===== config.mk =====
export PLATFORM = sky130hd
export DESIGN_NAME = stx_length_xor_packet_deframer
export DESIGN_NICKNAME = d
export VERILOG_FILES = /design/src/stxd_pkg.sv /design/src/stx_length_xor_packet_deframer.sv
export SDC_FILE = /design/constraint.sdc
export NUM_CORES = 1
export LEC_CHECK = 0
export ABC_AREA = 1
export BUFFER_PORTS_ARGS = -buffer_cell sky130_fd_sc_hd__clkbuf_2
export CAP_MARGIN = 20
export CORE_MARGIN = 2
export CORE_UTILIZATION = 60
export DETAILED_ROUTE_END_ITERATION = 8
export MAX_ROUTING_LAYER = met4
export PLACE_DENSITY = 0.81
export SETUP_SLACK_MARGIN = 0.02
export SYNTH_ARGS = -nofsm -noshare
export SYNTH_HDL_FRONTEND = slang
export SYNTH_SLANG_ARGS = --single-unit

===== constraint.sdc =====
create_clock -name clk -period 6.93 [get_ports clk]
set_clock_uncertainty 0.05 [all_clocks]
set_input_delay 1.386 -clock clk [delete_from_list [all_inputs] [get_ports clk]]
set_output_delay 1.386 -clock clk [all_outputs]
set_load 0.1 [all_outputs]

===== src/stxd_pkg.sv =====
// ----------------------------------------------------------------------------
// stxd_pkg
// shared types and constants of the stx/length/xor packet deframer
// ----------------------------------------------------------------------------
package stxd_pkg;

  localparam int ByteW  = 8;
  localparam int KindW  = 3;

  localparam logic [ByteW-1:0] STX_BYTE = 8'h02;
  localparam logic [ByteW-1:0] ENQ_BYTE = 8'h05;
  localparam logic [ByteW-1:0] MIN_LEN  = 8'd2;

  typedef enum logic [1:0] {
    PH_HUNT  = 2'd0,
    PH_LEN   = 2'd1,
    PH_BODY  = 2'd2,
    PH_CHECK = 2'd3
  } phase_t;

  typedef enum logic [KindW-1:0] {
    EV_DATA = 3'd0,
    EV_ENQ  = 3'd1,
    EV_OK   = 3'd2,
    EV_CSUM = 3'd3,
    EV_LEN  = 3'd4
  } event_t;

  typedef struct packed {
    event_t           kind;
    logic [ByteW-1:0] data;
    logic [ByteW-1:0] count;
  } result_t;

endpackage


===== src/stx_length_xor_packet_deframer.sv =====
// ----------------------------------------------------------------------------
// stx_length_xor_packet_deframer
// byte-wide deframer for stx / length / body / etx / xor-checksum frames
// ----------------------------------------------------------------------------
// One received byte is taken per request on the rx side and gives zero or
// one registered event on the output side. While hunting, enq gives an
// enquiry event and stx opens a frame; other bytes are dropped. The next byte
// is the length L and seeds the xor checksum. The following L-2 bytes come out
// as data byte events, the etx slot after them is only folded into the
// checksum, and the byte after that is compared with it: packet ok (with the
// payload count L-2) or checksum error. A length below 2 gives a length error.
// Throughput is one byte per cycle while in_ready is high: the whole
// decision is a byte compare and an xor in front of the result register.
// A two-entry output buffer (result register plus skid register) lets the
// block keep taking bytes while the consumer stalls, until a second event is
// waiting behind the stalled one; in_ready drops only when both entries are
// full. No clearing pass is needed after reset.
// ----------------------------------------------------------------------------
module stx_length_xor_packet_deframer (
  input  logic                     clk,
  input  logic                     rst,
  input  logic                     in_valid,
  output logic                     in_ready,
  input  logic [stxd_pkg::ByteW-1:0] rx_byte,
  output logic                     out_valid,
  input  logic                     out_ready,
  output logic [stxd_pkg::KindW-1:0] event_kind,
  output logic [stxd_pkg::ByteW-1:0] data_byte,
  output logic [stxd_pkg::ByteW-1:0] data_count
);
  import stxd_pkg::*;

  // frame state
  phase_t           phase, phase_next;
  logic [ByteW-1:0] frame_length, frame_length_next;
  logic [ByteW-1:0] byte_index, byte_index_next;
  logic [ByteW-1:0] running_check, running_check_next;

  // result of the byte being accepted
  logic    res_hit;
  result_t res;

  // output register and skid entry
  result_t out_reg;
  result_t skid;
  logic    skid_valid;

  logic accept;
  logic body_last;
  logic [ByteW-1:0] payload_len;

  assign in_ready    = !skid_valid;
  assign accept      = in_valid && in_ready;
  assign payload_len = frame_length - MIN_LEN;
  assign body_last   = (byte_index == payload_len);

  // next state and result of one byte
  always_comb begin
    phase_next         = phase;
    frame_length_next  = frame_length;
    byte_index_next    = byte_index;
    running_check_next = running_check;
    res_hit            = 1'b0;
    res                = '{kind: EV_DATA, data: '0, count: '0};
    case (phase)
      PH_HUNT: begin
        if (rx_byte == ENQ_BYTE) begin
          res_hit  = 1'b1;
          res.kind = EV_ENQ;
        end else if (rx_byte == STX_BYTE) begin
          phase_next = PH_LEN;
        end
      end
      PH_LEN: begin
        if (rx_byte < MIN_LEN) begin
          // short length aborts the frame
          phase_next = PH_HUNT;
          res_hit    = 1'b1;
          res.kind   = EV_LEN;
        end else begin
          frame_length_next  = rx_byte;
          running_check_next = rx_byte;
          byte_index_next    = '0;
          phase_next         = PH_BODY;
        end
      end
      PH_BODY: begin
        running_check_next = running_check ^ rx_byte;
        if (body_last) begin
          // etx slot: folded into the checksum only
          phase_next = PH_CHECK;
        end else begin
          byte_index_next = byte_index + 8'd1;
          res_hit         = 1'b1;
          res.kind        = EV_DATA;
          res.data        = rx_byte;
        end
      end
      PH_CHECK: begin
        phase_next = PH_HUNT;
        res_hit    = 1'b1;
        if (rx_byte == running_check) begin
          res.kind  = EV_OK;
          res.count = payload_len;
        end else begin
          res.kind = EV_CSUM;
        end
      end
      default: begin
        phase_next = PH_HUNT;
      end
    endcase
  end

  always_ff @(posedge clk) begin
    if (rst) begin
      phase         <= PH_HUNT;
      frame_length  <= '0;
      byte_index    <= '0;
      running_check <= '0;
    end else if (accept) begin
      phase         <= phase_next;
      frame_length  <= frame_length_next;
      byte_index    <= byte_index_next;
      running_check <= running_check_next;
    end
  end

  // output buffer: result register in front, skid entry behind it
  always_ff @(posedge clk) begin
    if (rst) begin
      out_valid  <= 1'b0;
      skid_valid <= 1'b0;
    end else begin
      if (out_valid && out_ready) begin
        // head drains, skid entry or a fresh result moves up
        out_valid  <= skid_valid || (accept && res_hit);
        skid_valid <= 1'b0;
      end else if (out_valid) begin
        // head stalled, new result parks in the skid entry
        if (accept && res_hit) begin
          skid_valid <= 1'b1;
        end
      end else if (accept && res_hit) begin
        out_valid <= 1'b1;
      end
    end
  end

  always_ff @(posedge clk) begin
    if (out_valid && out_ready) begin
      if (skid_valid) begin
        out_reg <= skid;
      end else if (accept && res_hit) begin
        out_reg <= res;
      end
    end else if (!out_valid && accept && res_hit) begin
      out_reg <= res;
    end
    if (out_valid && !out_ready && accept && res_hit) begin
      skid <= res;
    end
  end

  assign event_kind = out_reg.kind;
  assign data_byte  = out_reg.data;
  assign data_count = out_reg.count;

endmodule


==> impl_results.md, run 1 <==
* Status: finished clean
* Port bufs at 32
* Worst Hold Class: register to register
* Arr. time, crit path at around 3.2 ns
* DR vias at 2599
* Drt pass-1 iters at 5
* Yosys warns at 0
* CTS buffer count at 9
* Pwr dens at 211 nW/µm²
* Cell Area, Synth at between 3000 and 4000 µm²
* RSZ-0062 raised after global routing: false
* CP max stage cell: nand2_1
* Layout cells sized above 1 at 0.176
* Global-route wire length before repair at 10.4 mm
* Synth unique cells at 28
* # H-tree levels at 3
* CP Max Fanout at 29
* M1 GR Usage at 0.305
* Critical path cell sequence: clkbuf_2 -> nand3_1 -> nand2_1
* RD Place Congestion at 0.928
* Fin crit share at 0.466
* Final Max Slew Viols at 0
* Cell count after synthesis at 370
* Max-Cap Viols at 0
* Clock Latency Late Sink at between 0.3 and 0.4 ns
* Residual DRC at 0
* Number of global-route vias before repair at approximately 2300
* Fillers at 395
* Die area at 5990 µm²
* Minimum clock period after layout at around 3.2 ns
* Clk buf depth at 2
* Synth top area share at 0.353
* Core Util, Final at 0.708
* N_diodes at 0
* Pleak at 1.60 nW
* Wire length per cell at 13.2 µm
* Clk sinks at 66
* # nets final at 417
* Area growth, synth to finish at 12.6%
* # hold bufs at CTS at 0
* Gr ovfl total at 0
* Initial antenna violation count at 0
* Hold Fails Final Rpt at 0
* Via density at 5.44
* Final setup TNS at 0 ns
* Largest net degree at the start of global routing at 30
* Placement Setup Slack at 3.34 ns
* Final worst setup slack at roughly 3.7 ns
* Row Count at 26
* Slew margin rel. at 0.288
* Crit path buffers/inverters at 1
* CP top delay family: simple AND/OR/NAND/NOR gates
* Setup-failing EPs final at 0
* F_max at 310 MHz
* Root Driver: clkbuf_8
* Worst-path clk slew at 0.08 ns
* Syn nets at 384
* Chip width at 77.4 µm
* CTS tree: done
* Detailed Route Iter0 Violations at about 190
* Initial core utilization at 0.629
* Flops & latches, synth at 66
* Post-CTS Setup Inserts at 0
* Startpoint Class: primary input
* Die Y-Extent at just under 80 µm
* Post-CTS sizing at 0
* Tot GR Track Use at 0.230
* DRT Wirelength at 6.29 mm
* Io pins at 33
* ANT nets after route at 0
* Seq/Total Area, Yosys at 0.527
* WS Path Type: primary input to register
* CP Data Required Time at 6.86 ns
* Critical path endpoint category: register
* GRT busiest layer: met2
* Ranking of synthesized cells by area: edfxtp_1 35%, dfxtp_1 17%, nand2_1 7.2%, a21oi_1 5.6%, nor2_1 5.3%
* Syn_area_per_cell at a little under 9 µm²
* Core region area at 5140 µm²
* Worst VDD drop at ~0.00017 V
* Dpl hpwl at 4.45 mm
* Biggest area consumer among synthesized cells: edfxtp_1
* M2 GR Usage at 0.337
* Met3 Use GR at 0.0442
* Tightest Pin Transition at 1.07 ns
* Max stage delay on crit path at 0.92 ns
-- where the power goes --
| part | switching [W] | internal [W] | total (W) |
|---|---|---|---|
| logic | 0.0000207 | 0.00000962 | 0.0000304 |
| clock network | 0.000158 | 0.000169 | 0.000326 |
| registers | 0.00000110 | 0.000411 | 0.000412 |
| total | 0.000179 | 0.000590 | 0.000769 |
-- final timing paths --
kind / slack, ns / end / from / cells past startpoint
setup / recovery: 3.70 / data_count[6]$_DFFE_PP_ / out_ready / 3
hold / removal: 0.44 / byte_index[6]$_SDFFE_PP0P_ / byte_index[6]$_SDFFE_PP0P_ / 2
setup reg to reg: 3.99 / data_count[6]$_DFFE_PP_ / frame_length[1]$_SDFFE_PP0P_ / 14
hold reg to reg: 0.44 / byte_index[6]$_SDFFE_PP0P_ / byte_index[6]$_SDFFE_PP0P_ / 2
-- placed cells by master, fill, tap and decap left out --
master | Yosys | final
nor4_1 | 1 | 1
nand3b_1 | 3 | 3
or2_1 | 1 | 1
clkinv_2 | 0 | 1
xnor2_1 | 9 | 9
nand2_4 | 1 | 1
xor2_1 | 5 | 5
nand4_1 | 14 | 14
clkinv_4 | 0 | 2
nor2_1 | 46 | 46
ha_1 | 2 | 2
clkinvlp_4 | 0 | 1
nor3_1 | 3 | 3
clkbuf_8 | 0 | 9
o21ai_1 | 8 | 8
o21ai_0 | 16 | 16
clkbuf_2 | 0 | 32
a21oi_1 | 36 | 36
dfxtp_1 | 28 | 28
edfxtp_1 | 38 | 38
o21ai_4 | 1 | 1
inv_1 | 38 | 38
nand3_2 | 1 | 1
buf_4 | 2 | 2
o22ai_1 | 1 | 1
bufinv_16 | 0 | 1
mux2_2 | 10 | 10
nor2_4 | 2 | 2
inv_6 | 0 | 2
nand3_1 | 25 | 25
inv_2 | 3 | 3
nor2_2 | 4 | 4
nand2_1 | 62 | 62
-- registers in the layout (all words and copies together) (netlist names), named ones only --
| name | flops |
|---|---|
| event_kind | 3 |
| phase | 1 |
| skid_valid | 1 |
| data_byte | 8 |
| frame_length | 8 |
| running_check | 8 |
| out_valid | 1 |
| byte_index | 8 |
| skid | 19 |
| data_count | 8 |
-- cell type report --
cell class | instances | area (µm²) | share of cell area
flip-flops and latches | 66 | 1700 | 0.468
multi-input cells | 251 | 1320 | 0.363
repair buffers | 34 | 175 | 0.0481
inverters | 41 | 154 | 0.0423
clock buffers | 9 | 124 | 0.0340
well taps | 70 | 87.6 | 0.0241
clock inverters | 7 | 77.6 | 0.0213
-- cell usage after synthesis --
library cell  instances
ha_1                  2
inv_1                38
buf_2                 3
dfxtp_1              28
nand2_4               1
edfxtp_1             38
nand3_1              25
clkbuf_1              7
or2_1                 1
nor2_4                2
o21ai_4               1
nand3_2               1
nor3_1                3
o21ai_1               8
o22ai_1               1
inv_2                 3
nor2_1               46
o21ai_0              16
a21oi_1              36
mux2_2               10
nor2_2                4
nand3b_1              3
buf_4                 2
xor2_1                5
xnor2_1               9
nor4_1                1
nand2_1              62
nand4_1              14
-- per-stage QoR --
step                cells  instance area, µm²  total power [W]  hold slack [ns]
finish                478                3640         0.000769            0.439
global route          478                3640         0.000794            0.466
CTS                   478                3640         0.000774            0.440
detailed placement    462                3440         0.000451            0.428
global placement      462                3440         0.000451            0.412
floorplan             370                3230         0.000441            0.403
-- worst register-to-register path: stages (launching register included) --
cell and delay (ns):
dfxtp_1 0.42, inv_1 0.15, ha_1 0.32, inv_1 0.11, nand2_1 0.07, nand3_1 0.09
nand2_1 0.05, nor2_1 0.13, nand3_2 0.10, nor2_4 0.11, nand2_4 0.15, nand2_1 0.16
nand2_1 0.10, nand3_1 0.10, nand2_1 0.42
-- per-layer routing --
layer | wire [µm] | vias up | share of wire
met5 | 0 | - | 0
met4 | 155 | 0 | 0.025
met3 | 443 | 18 | 0.070
met2 | 2840 | 95 | 0.45
met1 | 2850 | 1178 | 0.45
li1 | - | 1308 | -
-- cell families after synthesis --
family / count (synthesis) / synth area share
fa+ha+maj: 2 / 0.00774
mux: 10 / 0.0348
xor+xnor: 14 / 0.0379
buf+inv: 53 / 0.0650
compound gates: 62 / 0.0999
simple gates: 163 / 0.228
flops: 66 / 0.527
No activity file was read; power rests on OpenSTA's default activity.
==> inputs of run 2 (changes only) <==
--- a/config.mk
+++ b/config.mk
@@ -9,10 +9,10 @@
 export BUFFER_PORTS_ARGS = -buffer_cell sky130_fd_sc_hd__clkbuf_2
 export CAP_MARGIN = 20
 export CORE_MARGIN = 2
-export CORE_UTILIZATION = 60
+export CORE_UTILIZATION = 58
 export DETAILED_ROUTE_END_ITERATION = 8
 export MAX_ROUTING_LAYER = met4
-export PLACE_DENSITY = 0.81
+export PLACE_DENSITY = 0.79
 export SETUP_SLACK_MARGIN = 0.02
 export SYNTH_ARGS = -nofsm -noshare
 export SYNTH_HDL_FRONTEND = slang
==> constraint.sdc (replaced) <==
create_clock -name clk -period 3 [get_ports clk]
set_clock_uncertainty 0.05 [all_clocks]
set_input_delay 0.6 -clock clk [delete_from_list [all_inputs] [get_ports clk]]
set_output_delay 0.6 -clock clk [all_outputs]
set_load 0.1 [all_outputs]
==> run 2 against run 1 <==
Against the previous run: sequential share of layout area hardly changed; hold slack gained 0.0046 ns; clock-buffer cell count grew 2; clock power is 110% higher; critical path depth is 12 higher; cell area increased by 0.10%; final cell count rose by 1.0%; setup slack got worse by 3.3 ns; utilization is 3.8 points lower; critical endpoint is now skid[6]$_DFFE_PP_; largest cell class unchanged; largest power group unchanged.
==> impl_results.md, run 2 (same netlist as run 1, synthesis figures left out) <==
* Status: finished clean (unchanged)
* Die area at 6190 µm² (was 5990 µm²)
* RD Place Congestion at 0.966 (was 0.928)
* F_max at 379 MHz
* DRT Wirelength at 6.51 mm (was 6.29 mm)
* Arr. time, crit path at 2.62 ns (was 3.16 ns)
* Most frequent CP cell: nand2_1
* Drt pass-1 iters at 4 (was 5)
* Most common cell after layout, fill and taps aside: nand2_1 (unchanged)
* Critical path endpoint category: register (unchanged)
* Global-route wire length before repair at 10.8 mm (was 10.4 mm)
* Placed cell areas at 3460 µm² (was 3440 µm²)
* Io pins at 33 (unchanged)
* Clock Latency Late Sink at 0.35 ns (about the same)
* Startpoint Class: register (was primary input)
* Final worst setup slack at 0.360 ns (was 3.70 ns)
* Largest net degree at the start of global routing at 20 (was 30)
* Critical path cell sequence: inv_1 -> ha_1 -> inv_1 -> nand2_1 -> nand3_1 -> nand2_1 -> nor2_1 -> nand3_2 -> nor2_4 -> nand2_4 -> nand2_1 -> nand2_1 -> nand3_1 -> nor2_1 -> buf_4 (was clkbuf_2 -> nand3_1 -> nand2_1)
* Initial core utilization at 0.594 (was 0.629)
* Tightest Pin Transition at 0.699 ns (was 1.07 ns)
* CP Data Required Time at 2.98 ns (was 6.86 ns)
* Worst-path clk slew at 0.07 ns (was 0.08 ns)
* Final Max Slew Viols at 0 (unchanged)
* Max stage delay on crit path at 0.34 ns (was 0.92 ns)
* ANT nets after route at 0 (unchanged)
* Fin crit share at 0.880
* Port bufs at 32 (unchanged)
* Tot GR Track Use at 0.234 (was 0.230)
* Wire length per cell at 13.5 µm (was 13.2 µm)
* Minimum clock period after layout at 2.64 ns
* Post-CTS sizing at 0 (unchanged)
* Root Driver: clkbuf_8 (unchanged)
* Worst Hold Class: register to register (unchanged)
* # hold bufs at CTS at 0 (unchanged)
* Via density at 5.48 (was 5.44)
* Slew margin rel. at 0.533 (was 0.288)
* RSZ-0062 raised after global routing: false (unchanged)
* WS Path Type: register to register (was primary input to register)
* Fillers at 439 (was 395)
* Final setup TNS at 0 ns (unchanged)
* # H-tree levels at 3 (unchanged)
* Layout cells sized above 1 at 0.180 (was 0.176)
* Worst VDD drop at 0.000250 V (was 0.000170 V)
* CTS tree: done (unchanged)
* Row Count at 27 (was 26)
* Clk buf depth at 2 (unchanged)
* Setup-failing EPs final at 0 (unchanged)
* Pleak at 1.60 nW (about the same)
* DR vias at 2647 (was 2599)
* Clk sinks at 66 (unchanged)
* Fin area at 3640 µm² (about the same)
* Max reg flops at 19 (unchanged)
* Most frequent cells in the layout: 62 x nand2_1, 46 x nor2_1, 38 x inv_1, 38 x edfxtp_1, 36 x a21oi_1 (unchanged)
* Gr ovfl total at 0 (unchanged)
* Core region area at 5440 µm² (was 5140 µm²)
* Placement Setup Slack at 0.405 ns (was 3.34 ns)
* Pwr dens at 467 nW/µm² (was 211 nW/µm²)
* CP max stage cell: dfxtp_1 (was nand2_1)
* # nets final at 420 (was 417)
* Die Y-Extent at 78.6 µm (was 77.4 µm)
* CTS buffer count at 9 (unchanged)
* CP Max Fanout at 19 (was 29)
* Initial antenna violation count at 0 (unchanged)
* Number of global-route vias before repair at 2375 (was 2256)
* Detailed Route Iter0 Violations at 163 (was 193)
* Hold Fails Final Rpt at 0 (unchanged)
* Residual DRC at 0 (unchanged)
* Max-Cap Viols at 0 (unchanged)
* Dpl hpwl at 4.74 mm (was 4.45 mm)
* Post-CTS Setup Inserts at 0 (unchanged)
* Chip width at 78.6 µm (was 77.4 µm)
* Placed Cells at 467 (was 462)
* Biggest register: skid (unchanged)
* N_diodes at 0 (unchanged)
* Area growth, synth to finish at 12.7% (was 12.6%)
* Total power after layout at 0.00170 W (was 0.000769 W)
* Non-filler cells, final at 483 (was 478)
-- run 2: cell count changes in the layout (fill, tap and decap cells not counted), sizes merged --
cell | previous run | this run
clkinvlp | 1 | 2
clkbuf | 41 | 43
bufinv | 1 | 0
inv | 43 | 41
buf | 2 | 5
-- run 2: layout make-up --
class | instances | area, µm² | area share
timing repair buffer | 37 | 198 | 0.0543
multi-input combinational | 251 | 1320 | 0.362
clock buffer | 11 | 151 | 0.0416
sequential | 66 | 1700 | 0.467
tap | 72 | 90.1 | 0.0247
clock inverter | 5 | 28.8 | 0.00790
inverter | 41 | 154 | 0.0422
-- run 2: worst paths after layout --
| path | from | end | slack, ns | cells past startpoint |
|---|---|---|---|---|
| max | frame_length[1]$_SDFFE_PP0P_ | skid[6]$_DFFE_PP_ | 0.36 | 15 |
| min | byte_index[6]$_SDFFE_PP0P_ | byte_index[6]$_SDFFE_PP0P_ | 0.44 | 2 |
| max reg2reg | frame_length[1]$_SDFFE_PP0P_ | skid[6]$_DFFE_PP_ | 0.36 | 15 |
| min reg2reg | byte_index[6]$_SDFFE_PP0P_ | byte_index[6]$_SDFFE_PP0P_ | 0.44 | 2 |
-- run 2: where the power goes --
part | total [W] | internal, W | switching [W]
combinational | 0.0000725 | 0.0000224 | 0.0000501
clock | 0.000674 | 0.000339 | 0.000336
sequential | 0.000953 | 0.000950 | 0.00000249
-- run 2: per-layer routing --
layer	GRT usage	vias to the layer above	wire, µm
met1	0.305	1220	2980
met4	0.102	0	103
met3	0.0517	10	384
met2	0.353	94	3050
met5	-	-	0
li1	-	1323	-
-- run 2: worst max-delay path: cells and delay by family, from the launching register on --
kind          cells  cell delay (ns)
flops             1             0.34
buf+inv           3             0.53
fa+ha+maj         1             0.34
simple gates     11             1.04
-- run 2: metrics by stage --
stage / hold slack, ns / utilization
detailed placement: 0.435 / 0.637
global placement: 0.412 / 0.637
CTS: 0.445 / 0.670
finish: 0.443 / 0.670
global route: 0.464 / 0.670
floorplan: 0.403 / -
==> inputs of run 3 (changes only) <==
--- a/config.mk
+++ b/config.mk
@@ -9,10 +9,9 @@
 export BUFFER_PORTS_ARGS = -buffer_cell sky130_fd_sc_hd__clkbuf_2
 export CAP_MARGIN = 20
 export CORE_MARGIN = 2
-export CORE_UTILIZATION = 58
+export CORE_UTILIZATION = 42
 export DETAILED_ROUTE_END_ITERATION = 8
 export MAX_ROUTING_LAYER = met4
-export PLACE_DENSITY = 0.79
 export SETUP_SLACK_MARGIN = 0.02
 export SYNTH_ARGS = -nofsm -noshare
 export SYNTH_HDL_FRONTEND = slang
==> run 3 against run 2 <==
Against the previous run: final cell count rose by 5.2%; cell area rose by 0.14%; utilization fell by 17 points; non-clock buffer count fell by 1; wire length rose by 2.1%; flip-flop and latch count did not move; critical endpoint is now skid[18]$_DFFE_PP_.
==> impl_results.md, run 3 (same netlist as run 1, synthesis figures left out) <==
* Worst VDD drop at 0.000219 V (was 0.000250 V)
* WS Path Type: register to register (unchanged)
* Hold Path Origin: running_check[1]$_SDFFE_PP0P_ (was byte_index[6]$_SDFFE_PP0P_)
* Dpl hpwl at 4.75 mm (was 4.74 mm)
* # H-tree levels at 3 (unchanged)
* R2R Path Start: frame_length[1]$_SDFFE_PP0P_ (unchanged)
* ANT nets after route at 0 (unchanged)
* Startpoint Class: register (unchanged)
* Most common cell after layout, fill and taps aside: nand2_1 (unchanged)
* CP max stage cell: ha_1 (was dfxtp_1)
* Residual DRC at 0 (unchanged)
* Final Max Slew Viols at 0 (unchanged)
* Crit path buffers/inverters at 2 (was 3)
* Pleak at 1.59 nW (was 1.60 nW)
* Tot GR Track Use at 0.173 (was 0.234)
* Minimum clock period after layout at 2.59 ns (was 2.64 ns)
* Tightest Pin Transition at 0.539 ns (was 0.699 ns)
* Worst-path clk slew at 0.07 ns (about the same)
* Most frequent cells in the layout: 62 x nand2_1, 46 x nor2_1, 38 x inv_1, 38 x edfxtp_1, 36 x a21oi_1 (unchanged)
* Via density at 4.99 (was 5.48)
* Wire length per cell at 13.1 µm (was 13.5 µm)
* RD Place Congestion at 0.814 (was 0.966)
* Setup-failing EPs final at 0 (unchanged)
* Io pins at 33 (unchanged)
* Initial antenna violation count at 0 (unchanged)
* Met3 WL at 264 µm (was 384 µm)
* Root Driver: clkbuf_8 (unchanged)
* CP Max Fanout at 19 (unchanged)
* Hold Crit Depth at 2 (unchanged)
* Chip width at 91.7 µm (was 78.6 µm)
* Most frequent CP cell: nand2_1 (unchanged)
* Max-Cap Viols at 0 (unchanged)
* CTS buffer count at 9 (unchanged)
* Status: finished clean (unchanged)
* Placement Setup Slack at 0.449 ns (was 0.405 ns)
* Number of global-route vias before repair at 2349 (was 2375)
* Row Count at 31 (was 27)
* Die area at 8410 µm² (was 6190 µm²)
* Gr ovfl total at 0 (unchanged)
* Fin crit share at 0.865 (was 0.880)
* Post-CTS Setup Inserts at 0 (unchanged)
* R2r worst-path depth at 13 (was 15)
* F_max at 385 MHz (was 379 MHz)
* CP top delay family: simple AND/OR/NAND/NOR gates (unchanged)
* CTS tree: done (unchanged)
* N_diodes at 0 (unchanged)
* # hold bufs at CTS at 0 (unchanged)
* Levels on crit path at 13 (was 15)
* Critical R2R Capture: skid[18]$_DFFE_PP_ (was skid[6]$_DFFE_PP_)
* Largest net degree at the start of global routing at 30 (was 20)
* Max stage delay on crit path at 0.34 ns (about the same)
* Critical path cell sequence: inv_1 -> ha_1 -> nand3_1 -> nand2_1 -> nand3_1 -> nand2_1 -> nor2_4 -> nand2_4 -> nand2_1 -> nand2_1 -> nand3_1 -> nor2_1 -> buf_4 (was inv_1 -> ha_1 -> inv_1 -> nand2_1 -> nand3_1 -> nand2_1 -> nor2_1 -> nand3_2 -> nor2_4 -> nand2_4 -> nand2_1 -> nand2_1 -> nand3_1 -> nor2_1 -> buf_4)
* Port bufs at 32 (unchanged)
* Drt pass-1 iters at 4 (unchanged)
* RSZ-0062 raised after global routing: false (unchanged)
* Reg-to-reg slack, setup at 0.41 ns (was 0.36 ns)
* Clock Latency Late Sink at 0.34 ns (was 0.35 ns)
* Top Metal Used: met4 (unchanged)
* Max reg flops at 19 (unchanged)
* Die Y-Extent at 91.7 µm (was 78.6 µm)
* WL met1 at 3.42 mm (was 2.98 mm)
* Clk buf depth at 2 (unchanged)
* Hold Fails Final Rpt at 0 (unchanged)
* Slew margin rel. at 0.639 (was 0.533)
* Arr. time, crit path at 2.57 ns (was 2.62 ns)
* DRT Wirelength at 6.65 mm (was 6.51 mm)
* Initial core utilization at 0.439 (was 0.594)
* CP Data Required Time at 2.97 ns (was 2.98 ns)
* Clk sinks at 66 (unchanged)
* Global-route wire length before repair at 11.2 mm (was 10.8 mm)
* Final setup TNS at 0 ns (unchanged)
* Post-CTS sizing at 0 (unchanged)
* DR vias at 2533 (was 2647)
* Biggest register: skid (unchanged)
* Area growth, synth to finish at 12.9% (was 12.7%)
* Final worst setup slack at 0.406 ns (was 0.360 ns)
* Core region area at 7370 µm² (was 5440 µm²)
* Met2 wire length at 2.82 mm (was 3.05 mm)
* Pwr dens at 451 nW/µm² (was 467 nW/µm²)
* Detailed Route Iter0 Violations at 136 (was 163)
* Worst Hold Class: register to register (unchanged)
* # nets final at 419 (was 420)
* Hold Crit Endpoint: running_check[1]$_SDFFE_PP0P_ (was byte_index[6]$_SDFFE_PP0P_)
* Critical path endpoint category: register (unchanged)
* Layout cells sized above 1 at 0.178 (was 0.180)
[run 3: worst register-to-register path, stage by stage (launching register included)]
cell     delay, ns
dfxtp_1       0.33
inv_1         0.19
ha_1          0.34
nand3_1       0.14
nand2_1       0.10
nand3_1       0.07
nand2_1       0.12
nor2_4        0.06
nand2_4       0.17
nand2_1       0.12
nand2_1       0.13
nand3_1       0.10
nor2_1        0.10
buf_4         0.26
[run 3: cell type report]
type	instances	area, µm²
Timing Repair Buffer	36	190
Clock inverter	6	35.0
Tap cell	99	124
Inverter	41	154
Multi-Input combinational cell	251	1320
Clock buffer	9	124
Sequential cell	66	1700
Fill cell	719	3720
[run 3: how the worst max path moves through the flow]
stage | slack, ns | from | to
after floorplan | 0.11 | skid_valid$_SDFFE_PP0P_ | skid[0]$_DFFE_PP_
after CTS | 0.43 | frame_length[1]$_SDFFE_PP0P_ | skid[2]$_DFFE_PP_
after detailed placement | 0.45 | frame_length[1]$_SDFFE_PP0P_ | skid[7]$_DFFE_PP_
after global placement | 0.51 | frame_length[1]$_SDFFE_PP0P_ | skid[7]$_DFFE_PP_
after global routing | 0.08 | frame_length[1]$_SDFFE_PP0P_ | skid[5]$_DFFE_PP_
final | 0.41 | frame_length[1]$_SDFFE_PP0P_ | skid[18]$_DFFE_PP_
[run 3: per-layer routing]
metal,GRT usage,up-vias
met4,0.0796,0
met1,0.248,1150
met2,0.240,56
met5,-,-
met3,0.0296,13
li1,-,1314
[run 3: report_power, final]
part / total [W] / internal (W) / leakage (nW) / switching [W]
registers: 0.000953 / 0.000950 / 0.610 / 0.00000249
logic: 0.0000720 / 0.0000224 / 0.894 / 0.0000496
clock network: 0.000621 / 0.000288 / 0.0806 / 0.000333
total: 0.00165 / 0.00126 / 1.59 / 0.000385
[run 3: through the flow]
stage               area (µm²)  hold slack (ns)  instances  utilization  power, W
finish                    3650            0.431        508        0.495   0.00165
global route              3650            0.454        508        0.495   0.00171
CTS                       3650            0.434        508        0.495   0.00166
detailed placement        3490            0.422        493        0.474   0.00105
global placement          3490            0.411        493        0.474   0.00104
floorplan                 3230            0.403        370            -   0.00102
